--- config.mk ---
export PLATFORM = sky130hd
export DESIGN_NAME = cbori_div
export DESIGN_NICKNAME = d
export VERILOG_FILES = /design/src/rtl/cbori_pkg.sv /design/src/rtl/cbori_div.sv
export SDC_FILE = /design/constraint.sdc
export NUM_CORES = 1
export LEC_CHECK = 0
export ABC_CLOCK_PERIOD_IN_PS = 2100
export BUFFER_PORTS_ARGS = -buffer_cell sky130_fd_sc_hd__buf_4
export CORE_MARGIN = 5
export CORE_UTILIZATION = 48
export DETAILED_ROUTE_END_ITERATION = 6
export GPL_ROUTABILITY_DRIVEN = 1
export HOLD_SLACK_MARGIN = 0.15
export PLACE_DENSITY = 0.85
export SLEW_MARGIN = 20
export SYNTH_ARGS = -nofsm -noshare
export SYNTH_HDL_FRONTEND = slang
export SYNTH_SLANG_ARGS = --single-unit
--- constraint.sdc ---
create_clock -name clock -period 2.1 [get_ports clock]
set_input_delay 0 -clock clock [delete_from_list [all_inputs] [get_ports clock]]
set_output_delay 0 -clock clock [all_outputs]
set_load 0.03 [all_outputs]
--- src/rtl/cbori_pkg.sv ---
// Package for the character/byte run index: types, codes and sizes.
// Used by every module of the block; depends on nothing.
`timescale 1ns / 1ps
package cbori_pkg;
   localparam int RUN_ENTRIES = 256;
   localparam int IDX_W = $clog2(RUN_ENTRIES);
   localparam int CNT_W = IDX_W + 1;
   localparam int LOC_W = 31;
   localparam int LEN_W = 8;
   localparam logic [LOC_W-1:0] LOC_MAX = {LOC_W{1'b1}};

   typedef enum logic [1:0] {
      OP_UPDATE = 2'd0,
      OP_C2B    = 2'd1,
      OP_B2C    = 2'd2,
      OP_CLEAR  = 2'd3
   } op_type;

   typedef enum logic [2:0] {
      ST_DONE    = 3'd0,
      ST_IGNORED = 3'd1,
      ST_GAP     = 3'd2,
      ST_FULL    = 3'd3,
      ST_BEYOND  = 3'd4
   } status_type;

   typedef struct packed {
      logic [1:0]       op;
      logic [LOC_W-1:0] char_loc;
      logic [LOC_W-1:0] byte_loc;
      logic [LEN_W-1:0] char_len;
   } req_type;

   typedef struct packed {
      logic [LOC_W-1:0] mapped_loc;
      logic [2:0]       status;
   } rsp_type;

   typedef enum logic [3:0] {
      S_IDLE,
      S_LAST_RD,
      S_LAST_CHK,
      S_PROBE_RD,
      S_PROBE_CHK,
      S_INT_RD,
      S_INT_LOAD,
      S_DIV,
      S_MUL,
      S_SAT,
      S_DONE
   } state_type;

   // Request from the sequencer to the divide unit.
   typedef struct packed {
      logic             start;
      logic [LOC_W-1:0] dividend;
      logic [LEN_W-1:0] divisor;
   } div_cmd_type;

   typedef struct packed {
      logic             done;
      logic [LOC_W-1:0] quotient;
   } div_sts_type;
endpackage

--- src/rtl/cbori_div.sv ---
// Restoring divider, one quotient bit per cycle: 31-bit by 8-bit unsigned.
// Depends on cbori_pkg.
`timescale 1ns / 1ps
module cbori_div
   import cbori_pkg::*;
(
   input  logic        clock,
   input  logic        reset,
   input  div_cmd_type cmd,
   output div_sts_type sts
);
   logic [LOC_W-1:0] quo_ff, quo_in;
   logic [LEN_W:0]   rem_ff, rem_in;
   logic [LEN_W-1:0] dvs_ff, dvs_in;
   logic [4:0]       cnt_ff, cnt_in;
   logic             busy_ff, busy_in;
   logic [LEN_W:0]   trial;

   always_comb begin
      quo_in  = quo_ff;
      rem_in  = rem_ff;
      dvs_in  = dvs_ff;
      cnt_in  = cnt_ff;
      busy_in = busy_ff;
      trial   = {rem_ff[LEN_W-1:0], quo_ff[LOC_W-1]};
      if (cmd.start) begin
         quo_in  = cmd.dividend;
         rem_in  = '0;
         dvs_in  = cmd.divisor;
         cnt_in  = 5'(LOC_W - 1);
         busy_in = 1'b1;
      end else if (busy_ff) begin
         if (trial >= {1'b0, dvs_ff}) begin
            rem_in = trial - {1'b0, dvs_ff};
            quo_in = {quo_ff[LOC_W-2:0], 1'b1};
         end else begin
            rem_in = trial;
            quo_in = {quo_ff[LOC_W-2:0], 1'b0};
         end
         cnt_in = cnt_ff - 5'd1;
         if (cnt_ff == '0) begin
            busy_in = 1'b0;
         end
      end
   end

   always_ff @(posedge clock) begin
      quo_ff <= quo_in;
      rem_ff <= rem_in;
      dvs_ff <= dvs_in;
      cnt_ff <= cnt_in;
      if (reset) begin
         busy_ff <= 1'b0;
      end else begin
         busy_ff <= busy_in;
      end
   end

   assign sts.done     = busy_ff && cnt_ff == '0;
   assign sts.quotient = trial >= {1'b0, dvs_ff} ?
                         {quo_ff[LOC_W-2:0], 1'b1} : {quo_ff[LOC_W-2:0], 1'b0};

   a_no_zero: assert property (@(posedge clock) disable iff (reset)
      busy_ff |-> dvs_ff != '0) else $error("divide by zero length");
   a_done_once: assert property (@(posedge clock) disable iff (reset)
      sts.done |=> !sts.done) else $error("divider done held");
   a_restart: assert property (@(posedge clock) disable iff (reset)
      cmd.start |=> busy_ff) else $error("divider did not start");
endmodule

-- Yosys cells after proc, flatten, opt, wreduce, memory -nomap -nowiden
Index checks and enable logic that the tools add are counted.
- bits in registers: 53
- bits of input ports: 42
- add/sub/neg operators: 2
- $lt $le $gt $ge: 1
- mux-type cells: 7
- reductions and logical operators: 3
- operator list (operator ; number):
    2-to-1 mux 31 bit ; 2
    >= comparator 9 x 8 -> 1 bit ; 1
    2-to-1 mux 8 bit ; 1
    subtractor 8 bit ; 1
    zero test 5 bit ; 1
    subtractor 5 x 1 -> 5 bit (second input constant) ; 1
    2-to-1 mux 1 bit ; 4
    nonzero test 2 bit ; 1
    logical AND 1 bit ; 1

-- Logic depth before layout (Yosys ltp)
- depth after elaboration: 4
- mapped depth: 9

-- Worst setup path before layout
OpenSTA, ideal clock, no wires.
- path kind: register to register
- start: reg dvs_ff[6]
- end: reg quo_ff[0] (data pin)
- data arrival time: 1.817 ns
- setup slack: 0.024 ns
- stages on the path, launching flop included: 10
- cells stage by stage: edfxtp_1 inv_1 ha_1 buf_6 a21o_1 a211o_1 buf_6 nor2_4 inv_2 mux2_2
- RTL lines (element ; RTL line ; text):
    start, declared ; cbori_div.sv:14 ; logic [LEN_W-1:0] dvs_ff, dvs_in;
    start signal, assigned ; cbori_div.sv:50 ; dvs_ff <= dvs_in;
    end signal, assigned ; cbori_div.sv:48 ; quo_ff <= quo_in;
    end, declared ; cbori_div.sv:12 ; logic [LOC_W-1:0] quo_ff, quo_in;

-- Worst setup path after layout
- start: reg quo_ff[30]
- end: reg rem_ff[6]
- longest elaborated chain between the ends: 2
- elaborated cells between the ends (all ways): 3
- those cells by class: 1 x add/sub; 1 x order compare; 1 x mux
- ends and longest elaborated chain (element ; RTL line ; text):
    subtractor 8 bit / >= comparator 9 x 8 -> 1 bit (equally long branches) ; cbori_div.sv:34, cbori_div.sv:33 ;
    2-to-1 mux 8 bit (*) ; cbori_div.sv:33 ; if (trial >= {1'b0, dvs_ff}) begin
    end signal, assigned ; cbori_div.sv:49 ; rem_ff <= rem_in;
    end, declared ; cbori_div.sv:13 ; logic [LEN_W:0] rem_ff, rem_in;
Every way passes the cells marked *; elsewhere a longest branch is shown, timed or not.
A chain may end at the register's enable or synchronous reset.

==> impl_metrics.csv <==
group,metric,value,unit
drt,routed_wl,6370,um
die,die-area,0.00758,sq mm
die,core,0.00585,sq mm
final_layout,drive_gt1_share,38.9,%
synth,yosys.area.top_type,"edfxtp_1",
timing,tns,0,ps
placement,post-place-ws,13.6,ps
die,start_util,48.7,%
timing,finalClockSkew,5.79,ps
clock_network,root_buffer,"clkbuf_8",
clock_network,clk_pin_slew_worst_paths,100,ps
drt,vias_per_cell,5.23,
worst_setup_path,cp.arrival,2260,ps
placement,place_area,0.00327,sq mm
clock_network,cts_htree_levels,2,
synth,ys.flop_type,"edfxtp_1",
timing,worst_pin_slew,456,ps
synth,ys_seq_area_share,50.9,%
final_layout,syn_to_final_growth,34.1,%
synth,synth.area.top_cells,"edfxtp_1 (41%), mux2_2 (12%), dfxtp_1 (9.8%), buf_4 (7.9%), ha_1 (3.9%)",
synth,synthAdderAreaFrac,4.65,%
synth,netlist_top_cells_count,"edfxtp_1 (39), mux2_2 (31), buf_4 (30), dfxtp_1 (14), inv_1 (14)",
timing,fmax,492,MHz
clock_network,cts_tree,"done",
drt,drt-initial-drc-count,137,
die,fp-row-count,28,
global_routing,grt_overflow,0,
timing,rsz0062_at_grt,"false",
pwr,p_leak,1.57,nW
worst_setup_path,reg2reg_depth,8,
die,die_w,87.1,um
worst_setup_path,crit_type,"reg2reg",
synth,syn_inst,242,
synth,synth_edf_count,39,
worst_setup_path,worstReg2RegEnd,"rem_ff[6]",
min_path,hold_depth,2,
drt,via_count,2130,
global_routing,grtUsageTotal,16.5,%
timing,slew_headroom,69.6,%
worst_setup_path,crit_fanout,3,
timing,hold_viol,0,
timing,setup_ws,69.2,ps
synth,synth_nets,294,
min_path,hold_path_class,"in2reg",
synth,yosys_register_bits,53,
timing,min_period,2030,ps
placement,place_congestion,0.830,
synth,synth_cell_types,45,
drt,wl_per_cell,15.6,um
pwr,vdd.ir_drop.worst,0.000488,V
final_layout,nNetsFinal,383,
worst_setup_path,reg2reg_slack,70,ps
synth,synth_most_common_cell,"edfxtp_1",
timing,slew_viol_final,0,
min_path,min_to,"dvs_ff[2]",
clock_network,clock-sinks,53,
min_path,hp-start,"cmd[2]",
final_layout,n_antenna_cell,0,
worst_setup_path,start_kind,"flop",
clock_network,cts_buffers,5,
die,fp.dieH,87.1,um
synth,synth_top_family_by_area,"multiplexers",
placement,dp_hpwl,4090,um
drt,drtPass1Iterations,4,
global_routing,grt_start_max_net_pins,38,
synth,synth.avg_cell_area,11.8,sq um
synth,yosysWarnings,0,
synth,synth-simple-area-share,7.46,%
worst_setup_path,cp.required,2330,ps
synth,synth_area,0.00285,sq mm
placement,numPortBuffers,73,
synth,synth_compound_area_share,11.1,%
global_routing,grt_pass1_vias,2071,
timing,setup_viol,0,
global_routing,antenna_found_initial,0,
synth,synth_top_area_share,41.1,%
global_routing,grt_pass1_wl,9880,um
synth,synth_xor_area_share,1.84,%
die,ios,74,
run_status,status,"finished, final reports clean",
drt,drc_errors,0,
worst_setup_path,cp-end-kind,"flop",
final_layout,design_area,0.00382,sq mm
pwr,power_density,702,mW/mm^2
run,cap_violations,0,
synth,synthMuxAreaShare,12.2,%
worst_setup_path,r2r-start,"quo_ff[30]",
clock_network,clk_latency,300,ps
drt,ant_nets,0,
clock_network,clk_path_buf_depth,2,
timing,fin_crit_sh,96.7,%
synth,synthArstFlopShare,0,%
-- layout by cell type, fill, tap and decap left out, types with 2 or more instances in the layout --
cell / synthesis / final
buf_4: 30 / 80
ha_1: 9 / 6
o211ai_1: 2 / 2
nor4_1: 3 / 3
a21oi_1: 7 / 6
clkbuf_8: 0 / 5
nand3_1: 4 / 4
xnor2_1: 4 / 4
clkinvlp_4: 0 / 2
a211oi_1: 3 / 3
edfxtp_1: 39 / 39
mux2_2: 31 / 31
o311a_1: 2 / 2
dfxtp_1: 14 / 14
dlygate4sd3_1: 0 / 42
o21ai_0: 9 / 8
o41ai_1: 2 / 2
inv_1: 14 / 14
ha_4: 0 / 3
a21o_1: 3 / 3
xor2_1: 2 / 2
nor2b_1: 4 / 4
nor2_1: 13 / 13
nor3_1: 2 / 2
a311oi_1: 2 / 2
nand2_1: 12 / 12
o31a_1: 2 / 2
-- routing by layer --
layer / wire (um) / GRT usage (%) / vias to the layer above
met5: 0 / 0 / -
li1: - / - / 1029
met3: 239 / 2.46 / 6
met1: 2630 / 20.2 / 1043
met4: 84 / 4.82 / 0
met2: 3420 / 29.7 / 52
-- stage by stage --
stage                     hold WS (ps)  cells  utilization (%)  power, W
after global routing               403    407             65.4   0.00281
final                              408    407             65.4   0.00268
after floorplan                   72.4    242                -   0.00187
after CTS                          405    407             64.6   0.00267
after global placement             160    357             55.9   0.00202
after detailed placement           160    357             55.9   0.00204
-- final cells by class --
type | instances | area [sq um]
sequential | 53 | 1450
clock inverter | 2 | 15.0
tap | 75 | 93.8
multi-input combinational | 133 | 1110
inverter | 16 | 60.1
clock buffer | 6 | 72.6
fill | 423 | 2030
timing repair buffer | 122 | 1020
-- worst max path at each step --
stage,start,end,cells after the start
2_1_floorplan,dvs_ff[6],quo_ff[0],9
3_3_place_gp,quo_ff[30],rem_ff[6],8
3_5_place_dp,quo_ff[30],rem_ff[6],8
4_1_cts,quo_ff[30],rem_ff[6],8
5_1_grt,dvs_ff[1],quo_ff[0],8
6_report,quo_ff[30],rem_ff[6],8
-- flip-flops by register name, summed over array words and instances, names as in the netlist --
signal / count
quo_ff: 31
dvs_ff: 8
rem_ff: 8
cnt_ff: 5
busy_ff: 1
-- timing repair --
action	CTS	global route
hold buffers	42	0
setup buffers	0	0
resized for setup	1	6
hold endpoints to repair	50	0
setup endpoints to repair	1	7
-- critical path, stage by stage, from the launching register on --
cell,delay [ps]
edfxtp_1,370
inv_1,60
ha_1,240
fa_2,370
nand2b_1,190
a2111o_1,370
o211ai_1,100
o21ai_1,110
a211oi_2,170
-- logic make-up after synthesis --
kind of cell             after synthesis
buffers and inverters                 56
AND/OR/NAND/NOR                       44
flip-flops                            53
XOR/XNOR                               6
adder cells (fa/ha/maj)               10
AO/OA/AOI/OAI                         42
multiplexers                          31
-- where the power goes --
group          internal, W  leakage (nW)  switching [W]
registers          0.00125         0.506      0.0000647
clock network     0.000236        0.0374       0.000332
logic             0.000381          1.03       0.000424
Note: power is estimated with default switching activity, not from simulation.
